<file path="src/rtl/eitu_pkg.sv">
`timescale 1ns / 1ps
// shared types and constants of the external interrupt and timer unit
package eitu_pkg;

    localparam int unsigned TOD_W       = 64;
    localparam int unsigned CPUT_W      = 64;
    localparam int unsigned ITV_W       = 32;
    localparam int unsigned PARAM_W     = 32;
    localparam int unsigned SUB_W       = 5;
    localparam int unsigned PAGE_LO     = 12;
    localparam int unsigned PAGE_HI     = 30;
    localparam int unsigned PAGE_W      = PAGE_HI - PAGE_LO + 1;
    localparam int unsigned CFG_DATA_W  = 64;
    localparam int unsigned IN_DATA_W   = 168;
    localparam int unsigned OUT_DATA_W  = 40;

    localparam logic [ITV_W-1:0] INTERVAL_DECREMENT = ITV_W'(320);

    // subclass mask bit positions
    localparam int unsigned SUB_CPUT = 0;
    localparam int unsigned SUB_CMP  = 1;
    localparam int unsigned SUB_ITV  = 2;
    localparam int unsigned SUB_SERV = 3;
    localparam int unsigned SUB_KEY  = 4;

    typedef enum logic [2:0] {
        REQ_TICK     = 3'd0,
        REQ_CHECK    = 3'd1,
        REQ_SERVICE  = 3'd2,
        REQ_KEY      = 3'd3,
        REQ_LOAD_CPU = 3'd4,
        REQ_LOAD_ITV = 3'd5
    } req_t;

    typedef enum logic [2:0] {
        SRC_NONE    = 3'd0,
        SRC_CPUT    = 3'd1,
        SRC_CMP     = 3'd2,
        SRC_ITV     = 3'd3,
        SRC_SERVICE = 3'd4,
        SRC_KEY     = 3'd5
    } src_t;

    typedef enum logic {
        CFG_CLOCK_CMP   = 1'b0,
        CFG_PREFIX_BASE = 1'b1
    } cfg_idx_t;

    typedef struct packed {
        req_t                      req_type;
        logic [TOD_W-1:0]          tod_value;
        logic signed [CPUT_W-1:0]  load_value;
        logic [PARAM_W-1:0]        service_param_in;
        logic                      ext_mask;
        logic [SUB_W-1:0]          subclass_mask;
        logic                      single_step;
    } item_t;

    typedef struct packed {
        logic                 interrupt_taken;
        src_t                 interrupt_source;
        logic [PARAM_W-1:0]   service_param_out;
        logic                 interrupt_possible;
    } result_t;

    // pipeline handshake between stages
    typedef struct packed {
        logic valid;
        logic advance;
    } stage_ctl_t;

endpackage

</file>
<file path="src/rtl/eitu_in_reg.sv">
`timescale 1ns / 1ps
// input register: takes one item per cycle from the slave stream while it is empty or the result register advances
module eitu_in_reg (
    input  logic                                clk,
    input  logic                                rst_n,
    input  logic                                s_tvalid,
    output logic                                s_tready,
    input  logic [eitu_pkg::IN_DATA_W-1:0]      s_tdata,
    input  logic [2:0]                          s_tuser,
    input  logic                                advance,
    output eitu_pkg::item_t                     item,
    output logic                                item_valid
);

    logic            valid_reg;
    logic            valid_next;
    eitu_pkg::item_t item_reg;
    logic            take;

    assign s_tready   = !valid_reg || advance;
    assign take       = s_tvalid && s_tready;
    assign valid_next = take ? 1'b1 : (advance ? 1'b0 : valid_reg);

    always_ff @(posedge clk or negedge rst_n)
    begin
        if (!rst_n)
        begin
            valid_reg <= 1'b0;
        end
        else
        begin
            valid_reg <= valid_next;
        end
    end

    always_ff @(posedge clk)
    begin
        if (take)
        begin
            item_reg.req_type         <= eitu_pkg::req_t'(s_tuser);
            item_reg.tod_value        <= s_tdata[63:0];
            item_reg.load_value       <= $signed(s_tdata[127:64]);
            item_reg.service_param_in <= s_tdata[159:128];
            item_reg.ext_mask         <= s_tdata[160];
            item_reg.subclass_mask    <= s_tdata[165:161];
            item_reg.single_step      <= s_tdata[166];
        end
    end

    assign item       = item_reg;
    assign item_valid = valid_reg;

endmodule

</file>
<file path="src/rtl/eitu_exec.sv">
`timescale 1ns / 1ps
// timer state, configuration registers and the per-item update and interrupt pick
module eitu_exec (
    input  logic                                 clk,
    input  logic                                 rst_n,
    input  logic                                 cfg_we,
    input  logic                                 cfg_index,
    input  logic [eitu_pkg::CFG_DATA_W-1:0]      cfg_data,
    input  eitu_pkg::item_t                      item,
    input  logic                                 fire,
    output eitu_pkg::result_t                    result
);

    logic [eitu_pkg::TOD_W-1:0]   clock_cmp_reg;
    logic [eitu_pkg::PAGE_W-1:0]  prefix_page_reg;

    logic [eitu_pkg::TOD_W-1:0]   tod_reg;
    logic [eitu_pkg::TOD_W-1:0]   tod_next;
    logic [eitu_pkg::CPUT_W-1:0]  cpu_timer_reg;
    logic [eitu_pkg::CPUT_W-1:0]  cpu_timer_next;
    logic [eitu_pkg::ITV_W-1:0]   itv_reg;
    logic [eitu_pkg::ITV_W-1:0]   itv_next;
    logic                         itv_pend_reg;
    logic                         itv_pend_next;
    logic                         serv_pend_reg;
    logic                         serv_pend_next;
    logic [eitu_pkg::PARAM_W-1:0] serv_param_reg;
    logic [eitu_pkg::PARAM_W-1:0] serv_param_next;
    logic                         key_pend_reg;
    logic                         key_pend_next;

    logic [eitu_pkg::TOD_W-1:0]   prev_tod;
    logic [eitu_pkg::CPUT_W-1:0]  cpu_after_tick;
    logic [eitu_pkg::ITV_W-1:0]   itv_after_tick;
    logic                         itv_cross;
    logic                         cmp_now;
    logic [eitu_pkg::PAGE_W-1:0]  serv_page;
    logic [eitu_pkg::PAGE_W-1:0]  serv_page_new;
    logic [eitu_pkg::PARAM_W-1:0] serv_prefixed;
    eitu_pkg::result_t            res;

    always_ff @(posedge clk or negedge rst_n)
    begin
        if (!rst_n)
        begin
            clock_cmp_reg   <= '1;
            prefix_page_reg <= '0;
        end
        else if (cfg_we)
        begin
            unique case (eitu_pkg::cfg_idx_t'(cfg_index))
                eitu_pkg::CFG_CLOCK_CMP:   clock_cmp_reg   <= cfg_data;
                eitu_pkg::CFG_PREFIX_BASE:
                    prefix_page_reg <= cfg_data[eitu_pkg::PAGE_HI:eitu_pkg::PAGE_LO];
                default: ;
            endcase
        end
    end

    // elapsed time counts from the previous value with the sub-unit bits cleared
    assign prev_tod       = {tod_reg[eitu_pkg::TOD_W-1:eitu_pkg::PAGE_LO],
                             eitu_pkg::PAGE_LO'(0)};
    assign cpu_after_tick = (prev_tod == '0) ? cpu_timer_reg
                          : cpu_timer_reg - item.tod_value + prev_tod;
    assign itv_after_tick = itv_reg - eitu_pkg::INTERVAL_DECREMENT;
    assign itv_cross      = itv_after_tick[eitu_pkg::ITV_W-1] && !itv_reg[eitu_pkg::ITV_W-1]
                            && (itv_reg != '0);
    assign cmp_now        = tod_reg > clock_cmp_reg;

    // swap page zero and the prefix page
    assign serv_page     = serv_param_reg[eitu_pkg::PAGE_HI:eitu_pkg::PAGE_LO];
    assign serv_page_new = (serv_page == '0) ? prefix_page_reg
                         : ((serv_page == prefix_page_reg) ? '0 : serv_page);
    assign serv_prefixed = {serv_param_reg[eitu_pkg::PARAM_W-1], serv_page_new,
                            serv_param_reg[eitu_pkg::PAGE_LO-1:0]};

    always_comb
    begin
        tod_next        = tod_reg;
        cpu_timer_next  = cpu_timer_reg;
        itv_next        = itv_reg;
        itv_pend_next   = itv_pend_reg;
        serv_pend_next  = serv_pend_reg;
        serv_param_next = serv_param_reg;
        key_pend_next   = key_pend_reg;
        res             = '0;
        unique case (item.req_type)
            eitu_pkg::REQ_TICK:
            begin
                tod_next       = item.tod_value;
                cpu_timer_next = cpu_after_tick;
                itv_next       = itv_after_tick;
                if (itv_cross)
                begin
                    itv_pend_next = 1'b1;
                end
                res.interrupt_possible = cpu_after_tick[eitu_pkg::CPUT_W-1]
                                         || (item.tod_value > clock_cmp_reg) || itv_cross;
            end
            eitu_pkg::REQ_CHECK:
            begin
                if (item.ext_mask)
                begin
                    if (cpu_timer_reg[eitu_pkg::CPUT_W-1]
                        && item.subclass_mask[eitu_pkg::SUB_CPUT])
                    begin
                        res.interrupt_source = eitu_pkg::SRC_CPUT;
                    end
                    else if (cmp_now && !item.single_step
                             && item.subclass_mask[eitu_pkg::SUB_CMP])
                    begin
                        res.interrupt_source = eitu_pkg::SRC_CMP;
                    end
                    else if (itv_pend_reg && item.subclass_mask[eitu_pkg::SUB_ITV])
                    begin
                        res.interrupt_source = eitu_pkg::SRC_ITV;
                        itv_pend_next        = 1'b0;
                    end
                    else if (serv_pend_reg && item.subclass_mask[eitu_pkg::SUB_SERV])
                    begin
                        res.interrupt_source  = eitu_pkg::SRC_SERVICE;
                        res.service_param_out = serv_prefixed;
                        serv_param_next       = serv_prefixed;
                        serv_pend_next        = 1'b0;
                    end
                    else if (key_pend_reg && item.subclass_mask[eitu_pkg::SUB_KEY])
                    begin
                        res.interrupt_source = eitu_pkg::SRC_KEY;
                        key_pend_next        = 1'b0;
                    end
                    res.interrupt_taken = (res.interrupt_source != eitu_pkg::SRC_NONE);
                end
            end
            eitu_pkg::REQ_SERVICE:
            begin
                serv_pend_next  = 1'b1;
                serv_param_next = item.service_param_in;
            end
            eitu_pkg::REQ_KEY:
            begin
                key_pend_next = 1'b1;
            end
            eitu_pkg::REQ_LOAD_CPU:
            begin
                cpu_timer_next = $unsigned(item.load_value);
            end
            eitu_pkg::REQ_LOAD_ITV:
            begin
                itv_next = $unsigned(item.load_value[eitu_pkg::ITV_W-1:0]);
            end
            default: ;
        endcase
    end

    always_ff @(posedge clk or negedge rst_n)
    begin
        if (!rst_n)
        begin
            tod_reg        <= '0;
            cpu_timer_reg  <= '0;
            itv_reg        <= '0;
            itv_pend_reg   <= 1'b0;
            serv_pend_reg  <= 1'b0;
            serv_param_reg <= '0;
            key_pend_reg   <= 1'b0;
        end
        else if (fire)
        begin
            tod_reg        <= tod_next;
            cpu_timer_reg  <= cpu_timer_next;
            itv_reg        <= itv_next;
            itv_pend_reg   <= itv_pend_next;
            serv_pend_reg  <= serv_pend_next;
            serv_param_reg <= serv_param_next;
            key_pend_reg   <= key_pend_next;
        end
    end

    assign result = res;

    a_possible_only_tick: assert property (@(posedge clk) disable iff (!rst_n)
        (fire && res.interrupt_possible) |-> (item.req_type == eitu_pkg::REQ_TICK))
        else $error("interrupt_possible set on a non-tick item");

    a_taken_matches_source: assert property (@(posedge clk) disable iff (!rst_n)
        fire |-> (res.interrupt_taken == (res.interrupt_source != eitu_pkg::SRC_NONE)))
        else $error("taken flag disagrees with source");

    a_param_only_service: assert property (@(posedge clk) disable iff (!rst_n)
        (fire && (res.service_param_out != '0))
        |-> (res.interrupt_source == eitu_pkg::SRC_SERVICE))
        else $error("service parameter given for another source");

    a_key_cleared: assert property (@(posedge clk) disable iff (!rst_n)
        (fire && (res.interrupt_source == eitu_pkg::SRC_KEY)) |=> !key_pend_reg)
        else $error("key latch not cleared after being taken");

endmodule

</file>
<file path="src/rtl/eitu_out_reg.sv">
`timescale 1ns / 1ps
// result register: holds one result until the master stream takes it
module eitu_out_reg (
    input  logic                                 clk,
    input  logic                                 rst_n,
    input  logic                                 in_valid,
    input  eitu_pkg::result_t                    result,
    output eitu_pkg::stage_ctl_t                 ctl,
    output logic                                 m_tvalid,
    input  logic                                 m_tready,
    output logic [eitu_pkg::OUT_DATA_W-1:0]      m_tdata
);

    logic              valid_reg;
    logic              valid_next;
    eitu_pkg::result_t result_reg;
    logic              advance;

    assign advance    = !valid_reg || m_tready;
    assign valid_next = advance ? in_valid : valid_reg;

    always_ff @(posedge clk or negedge rst_n)
    begin
        if (!rst_n)
        begin
            valid_reg <= 1'b0;
        end
        else
        begin
            valid_reg <= valid_next;
        end
    end

    always_ff @(posedge clk)
    begin
        if (advance && in_valid)
        begin
            result_reg <= result;
        end
    end

    assign ctl.valid   = valid_reg;
    assign ctl.advance = advance;
    assign m_tvalid    = valid_reg;
    assign m_tdata     = {3'b000,
                          result_reg.interrupt_possible,
                          result_reg.service_param_out,
                          result_reg.interrupt_source,
                          result_reg.interrupt_taken};

endmodule

</file>
<file path="src/rtl/external_interrupt_timer_unit_core.sv">
`timescale 1ns / 1ps
// External interrupt and timer unit for one CPU. The block takes one item every clock
// cycle unless the master stream holds back results, and gives exactly one result per
// item, which passes the input register and then the result register. The rate rests on
// the update of the timer and latch state in the execute stage, made once per item, which
// reads the state left by the item before it. Configuration writes go to the comparator
// and prefix registers and must only happen while no item is in flight.
module external_interrupt_timer_unit_core (
    input  logic                                 clk,
    input  logic                                 rst_n,
    input  logic                                 cfg_we,
    input  logic                                 cfg_index,
    input  logic [eitu_pkg::CFG_DATA_W-1:0]      cfg_data,
    input  logic                                 s_tvalid,
    output logic                                 s_tready,
    // tod_value, load_value, service_param_in, ext_mask, subclass_mask, single_step, pad
    input  logic [eitu_pkg::IN_DATA_W-1:0]       s_tdata,
    // req_type
    input  logic [2:0]                           s_tuser,
    output logic                                 m_tvalid,
    input  logic                                 m_tready,
    // interrupt_taken, interrupt_source, service_param_out, interrupt_possible, pad
    output logic [eitu_pkg::OUT_DATA_W-1:0]      m_tdata
);

    eitu_pkg::item_t      item;
    logic                 item_valid;
    eitu_pkg::result_t    result;
    eitu_pkg::stage_ctl_t out_ctl;
    logic                 fire;

    assign fire = item_valid && out_ctl.advance;

    eitu_in_reg u_in_reg (
        .clk        (clk),
        .rst_n      (rst_n),
        .s_tvalid   (s_tvalid),
        .s_tready   (s_tready),
        .s_tdata    (s_tdata),
        .s_tuser    (s_tuser),
        .advance    (out_ctl.advance),
        .item       (item),
        .item_valid (item_valid)
    );

    eitu_exec u_exec (
        .clk       (clk),
        .rst_n     (rst_n),
        .cfg_we    (cfg_we),
        .cfg_index (cfg_index),
        .cfg_data  (cfg_data),
        .item      (item),
        .fire      (fire),
        .result    (result)
    );

    eitu_out_reg u_out_reg (
        .clk      (clk),
        .rst_n    (rst_n),
        .in_valid (item_valid),
        .result   (result),
        .ctl      (out_ctl),
        .m_tvalid (m_tvalid),
        .m_tready (m_tready),
        .m_tdata  (m_tdata)
    );

endmodule

</file>
<file path="config.mk">
export PLATFORM = sky130hd
export DESIGN_NAME = external_interrupt_timer_unit_core
export DESIGN_NICKNAME = d
export VERILOG_FILES = /design/src/rtl/eitu_pkg.sv /design/src/rtl/eitu_in_reg.sv /design/src/rtl/eitu_exec.sv /design/src/rtl/eitu_out_reg.sv /design/src/rtl/external_interrupt_timer_unit_core.sv
export SDC_FILE = /design/constraint.sdc
export NUM_CORES = 1
export LEC_CHECK = 0
export BUFFER_PORTS_ARGS = -buffer_cell sky130_fd_sc_hd__buf_2
export CAP_MARGIN = 20
export CORE_ASPECT_RATIO = 1.25
export CORE_MARGIN = 2
export CORE_UTILIZATION = 55
export CTS_CLUSTER_DIAMETER = 100
export DETAILED_ROUTE_END_ITERATION = 12
export PLACE_DENSITY = 0.84
export SLEW_MARGIN = 20
export SYNTH_ARGS = -nofsm -noshare
export SYNTH_HDL_FRONTEND = slang
export SYNTH_SLANG_ARGS = --single-unit
</file>
<file path="constraint.sdc">
create_clock -name clk -period 5.7 [get_ports clk]
set_clock_uncertainty 0.15 [all_clocks]
set_input_delay 0.57 -clock clk [delete_from_list [all_inputs] [get_ports clk]]
set_output_delay 0.57 -clock clk [all_outputs]
set_load 0.05 [all_outputs]
</file>
---- Word-level counts from Yosys, hierarchy flattened ----
Index checks and enable logic that the tools add are counted.
operators by class
  add/subtract/negate cells ............... 3
  magnitude comparators ................... 2
  equality and inequality tests ........... 16
  mux-type cells .......................... 39
  bitwise operators ....................... 4
  reduce and logical (&&, ||, !) cells .... 41
operators by type and width
  cell                   count
  $gt 64x64->1           2
  $mux 32                4
  $pmux 32 s2            2
  $pmux 64 s2            1
  $add 64x64->64         1
  $logic_not 64->1       1
  $mux 64                1
  $sub 64x64->64         1
  $mux 19                2
  $reduce_bool 32->1     1
  $sub 32x9->32 const B  1
  $mux 31                1
  $mux 3                 7
  $eq 19x19->1           1
  $logic_not 19->1       1
  $mux 1                 18
  $reduce_and 7->1       2
  $ne 2x2->1 const B     6
  $reduce_and 2->1       6
  $reduce_bool 2->1      6
  $logic_and 1x1->1      10
  $ne 2x1->1 const B     4
  $reduce_and 8->1       1
  $eq 3x2->1 const B     2
  other kinds (10)       23
word-level totals
  register bits ........................... 487
  bits of input ports ..................... 241
  output and inout bits ................... 42
  word-level logic and storage cells ...... 129

---- Logic depth before layout (Yosys ltp) ----
  depth in word-level cells ............... 9
  gate-level depth with buffers ........... 16
  depth with buffers taken out ............ 16

---- Cells and area by module ----
A second synthesis with hierarchy kept.
unflattened totals
  cells, all modules ...................... 2645
  area, all modules ....................... 27262.4 um^2
by module, submodules not included
  module                              times used  cells an instance  area each (um^2)  sequential area each (um^2)
  eitu_exec                           1           2423               20891.3           7036.7
  eitu_in_reg                         1           174                5158.7            5129.9
  eitu_out_reg                        1           47                 1206.2            1136.1
  external_interrupt_timer_unit_core  1           1                  6.3               0.0

---- Least setup slack after synthesis ----
No wires, ideal clock.
  kind .................................... register -> register
  start ................................... register u_out_reg.valid_reg, in the netlist u_out_reg.m_tvalid
  end ..................................... register u_in_reg.item_reg, in the netlist u_in_reg.item[0], enable pin
  library setup time ...................... 0.550 ns
  data arrival time ....................... 5.070 ns
  data required time ...................... 5.000 ns
  setup slack ............................. -0.070 ns
  cell stages (with the launch flop) ...... 3
  path buffers ............................ 0
  clock period less this slack ............ 5.770 ns
  cell sequence ........................... dfrtp_1 nand3b_1 and2_1
on the way
  longest elaborated chain between the ends .. 4
RTL lines
  what                     RTL line                                  RTL
  from (decl)              eitu_out_reg.sv:14                        logic valid_reg;
  from (signal assigned)   eitu_out_reg.sv:30                        valid_reg <= valid_next;
  $logic_not 1->1          eitu_out_reg.sv:19                        assign advance = !valid_reg || m_tready;
  $logic_or 1x1->1         eitu_out_reg.sv:19
  $logic_or 1x1->1         eitu_in_reg.sv:20                         assign s_tready = !valid_reg || advance;
  named net s_tready       external_interrupt_timer_unit_core.sv:15  output logic s_tready,
  $logic_and 1x1->1        eitu_in_reg.sv:21                         assign take = s_tvalid && s_tready;
  named net u_in_reg.take  eitu_in_reg.sv:18                         logic take;
  to (decl)                eitu_in_reg.sv:17                         eitu_pkg::item_t item_reg;
The timed path passes the listed nets, and every way through them passes these cells.
A chain may end at the register's enable or synchronous reset.

---- Final worst setup path ----
  start ................................... register u_in_reg.item_reg, in the netlist u_in_reg.item[104]
  end ..................................... register u_out_reg.result_reg, in the netlist u_out_reg.m_tdata[36], data pin
on the way
  longest elaborated chain between the ends .. 5
  elaborated cells between the ends (all ways) .. 6
  classes of those cells .................. add/sub (2); order compare (1); mux (1); reduce/logical (2)
RTL lines
  what                              RTL line            RTL
  $sub 64x64->64                    eitu_exec.sv:64     : cpu_timer_reg - item.tod_value + prev_tod;
  $add 64x64->64                    eitu_exec.sv:64
  $mux 64                           eitu_exec.sv:63     assign cpu_after_tick = (prev_tod == '0) ? cpu_timer_reg
  $logic_or 1x1->1 * (2 in series)  eitu_exec.sv:98     || (item.tod_value > clock_cmp_reg) || itv_cross;
  to (signal assigned)              eitu_out_reg.sv:38  result_reg <= result;
  to (decl)                         eitu_out_reg.sv:16  eitu_pkg::result_t result_reg;
Mark *: on every way between the ends. The rest lies on a longest branch, timed or not. The select of a mux whose other input is x is not followed.

==> impl_metrics.yaml <==
sta:
  max_freq_ghz: 0.2220
  worstMarginPinSlew_ns: 1.196
  min_period_ns: 4.505
  totalNegativeSetupSlack_ns: 0
  finalHoldViolations: 0
  rsz0062_at_grt: "false"
  setup_violations: 0
  finalCritPeriodShare: 0.7903
  drv_slew: 0
  whs_ns: 0.02544
  slew_headroom: 0.1952
synthesis:
  synthTopCellsByArea: "edfxtp_1, dfrtp_1, ha_1"
  yosys_warnings: 0
  synth-seq-cells: 487
  synth_area_um2: 27600
  async_reset_ff_frac: 0.5749
  yosysTopAreaCell: "edfxtp_1"
  synth_top_area_share: 0.2252
  synth_flop_cell: "dfrtp_1"
  synth_cell_types: 85
  synthCells: 2674
  syn_area_per_cell_um2: 10.32
  synth_edf_count: 207
  synth_seq_area_share: 0.4820
critical_path:
  critical_path_required_ns: 5.90
  critical_path_peak_fanout: 4
  crit_arrival_ns: 4.71
  end_kind: "flip-flop"
  crit_type: "flip-flop to flip-flop"
  cp-start-kind: "flip-flop"
global_route:
  grtUsageTotal: 0.3156
  grt.overflow.total: 0
  antenna_found_initial: 0
  grt_pass1_wl_um: 126400
  grt_pass1_vias: 22854
  grt_max_degree: 138
min_path:
  hp-class: "input port to flip-flop"
pwr:
  power_frac_seq: 0.316
  swShare: 0.4113
  p_sw_w: 0.006480
  vdd_drop_max_mv: 0.3177
  p_total_w: 0.01575
  p_int_w: 0.009275
  comb_power_share: 0.473
  power.density_nw_per_um2: 481.0
  p_leak_nw: 14.81
  p_clk_frac: 0.211
floorplan:
  dieArea_um2: 52000
  die_h_um: 254.5
  start_util: 0.5585
  core_area_um2: 49410
  dieWidth_um: 204.4
  ios: 283
  rows: 91
finish:
  fill_cells: 3767
  drive_gt1_frac: 0.1792
  largest_register_ffs: 170
  nets: 3571
  utilization: 0.6628
  final_area_um2: 32750
  n_antenna_cell: 0
  area_growth_pct: 18.68
status:
  outcome: "completed"
clocking:
  cts.sinks: 487
  ctsRootBufferMaster: "clkbuf_16"
  cts_tree: "built"
  ctsResizeCount: 0
  cts_buffer_depth: 3
  postCtsHoldBufs: 153
  clk_latency_ns: 0.60
  post_cts_buffers: 0
  clk_pin_slew_worst_paths_ns: 0.07
  numCtsBuffers: 49
  cts_max_level: 2
drt:
  ant_nets: 0
  vias: 22369
  drc: 0
  routedWlPerCell_um: 21.56
  first_iter_violations: 1886
  viasPerCell: 5.941
  drt_wl_total_um: 81160
  dr.pass1.iters: 8
placement:
  hpwlAfterDp_um: 58100
  port_buffers: 278
  place_congestion: 0.9731
  postPlaceCellArea_um2: 29570
job:
  max-cap-violations: 0
[critical path, stage by stage, from the launching register on]
cell and delay (ns):
edfxtp_1 0.35, inv_1 0.11, ha_1 0.31, ha_1 0.19, inv_1 0.06, fa_1 0.40
and2b_4 0.29, o2111ai_4 0.15, a2111oi_4 0.44, o21ai_2 0.18, a2111o_1 0.49, a21oi_2 0.27
nor3b_1 0.11, nor3_1 0.38, nor4_1 0.10, o31a_1 0.29
[cells in the mapped netlist, types with 7 or more instances]
cell type  number
a211oi_1       13
a21o_1         71
a21oi_1       199
a221oi_1       40
a22oi_1        12
a31oi_1        14
and2_1         23
and3_1         20
buf_1           9
clkbuf_1       82
dfrtp_1       216
dfstp_2        64
edfxtp_1      207
fa_1           52
ha_1          205
inv_1         328
mux2_2         92
nand2_1       247
nand2b_1       10
nand3_1        42
nand4_1        58
nor2_1        115
nor2b_1        17
nor3_1         35
nor4_1         32
o21a_1         15
o21ai_0       209
o21ai_1        26
o21bai_1       16
o221ai_1        8
o31ai_1         7
or3_1          11
xnor2_1        46
xor2_1         21
[kinds of logic (layout without fill, tap and decap cells)]
kind of cell,after synthesis,after routing,synth area share
AO/OA/AOI/OAI,695,695,0.1560
XOR/XNOR,67,67,0.02126
adder cells (fa/ha/maj),257,257,0.1307
buffers and inverters,434,872,0.06134
flip-flops,487,487,0.4820
multiplexers,95,95,0.03863
other,1,3,0.0001359
AND/OR/NAND/NOR,638,638,0.1100
[layout make-up]
class	instances	area [um^2]	share of cell area
sequential	487	13300	0.4061
multi-input combinational	1755	12650	0.3862
timing repair buffer	451	3117	0.09516
clock buffer	74	1454	0.04439
inverter	329	1240	0.03786
tap	651	814.5	0.02487
clock inverter	18	175.2	0.005348
[per-stage QoR]
step / setup WS, ns / cells
global route: 0.8354 / 3765
finish: 1.195 / 3765
floorplan: 1.791 / 2676
global placement: 1.252 / 3518
detailed placement: 1.178 / 3518
CTS: 1.148 / 3763
[layer usage]
layer / vias to the layer above / global-route usage / routed length [um]
li1: 10280 / - / -
met1: 10928 / 0.3952 / 31590
met2: 931 / 0.5389 / 39820
met3: 230 / 0.04370 / 5269
met4: 0 / 0.1553 / 4482
met5: - / 0 / 0
[path summary, 6_finish.rpt]
check,startpoint,end,slack (ns),cells after the start
setup reg to reg,u_in_reg.item[104],u_out_reg.m_tdata[36],1.20,15
setup / recovery,u_in_reg.item[104],u_out_reg.m_tdata[36],1.20,15
max in group asynchronous,rst_n,u_exec.tod_reg[34],3.61,3
min in group asynchronous,rst_n,u_exec.cpu_timer_reg[0],0.38,2
hold / removal,cfg_data[51],u_exec.clock_cmp_reg[51],0.03,3
hold reg to reg,u_in_reg.item[87],u_exec.cpu_timer_reg[48],0.33,2
[power groups by stage]
stage,clock network [W],logic [W],registers (W)
global placement,0,0.00698,0.00497
floorplan,0,0.00540,0.00488
finish,0.00333,0.00745,0.00497
global route,0.00351,0.00826,0.00504
CTS,0.00336,0.00733,0.00496
detailed placement,0,0.00717,0.00502
[layout by cell type (no fill, tap or decap), types with 10 or more instances in the layout]
| cell | instances |
|---|---|
| nand2b_1 | 10 |
| inv_1 | 327 |
| o21bai_1 | 16 |
| buf_4 | 16 |
| and2_1 | 22 |
| o21ai_1 | 26 |
| nor2b_1 | 16 |
| o21ai_0 | 209 |
| nor4_1 | 31 |
| nand2_1 | 246 |
| dfstp_2 | 64 |
| buf_2 | 277 |
| dfrtp_1 | 216 |
| o21a_1 | 15 |
| xnor2_1 | 46 |
| nand4_1 | 58 |
| ha_1 | 205 |
| xor2_1 | 21 |
| and3_1 | 20 |
| fa_1 | 52 |
| edfxtp_1 | 207 |
| clkbuf_1 | 15 |
| nand3_1 | 42 |
| a22oi_1 | 12 |
| clkbuf_16 | 52 |
| or3_1 | 11 |
| dlygate4sd3_1 | 154 |
| a221oi_1 | 40 |
| a21o_1 | 71 |
| a21oi_1 | 198 |
| nor2_1 | 112 |
| mux2_2 | 92 |
| a211oi_1 | 13 |
| nor3_1 | 35 |
| a31oi_1 | 14 |
No activity file was read; power rests on OpenSTA's default activity.
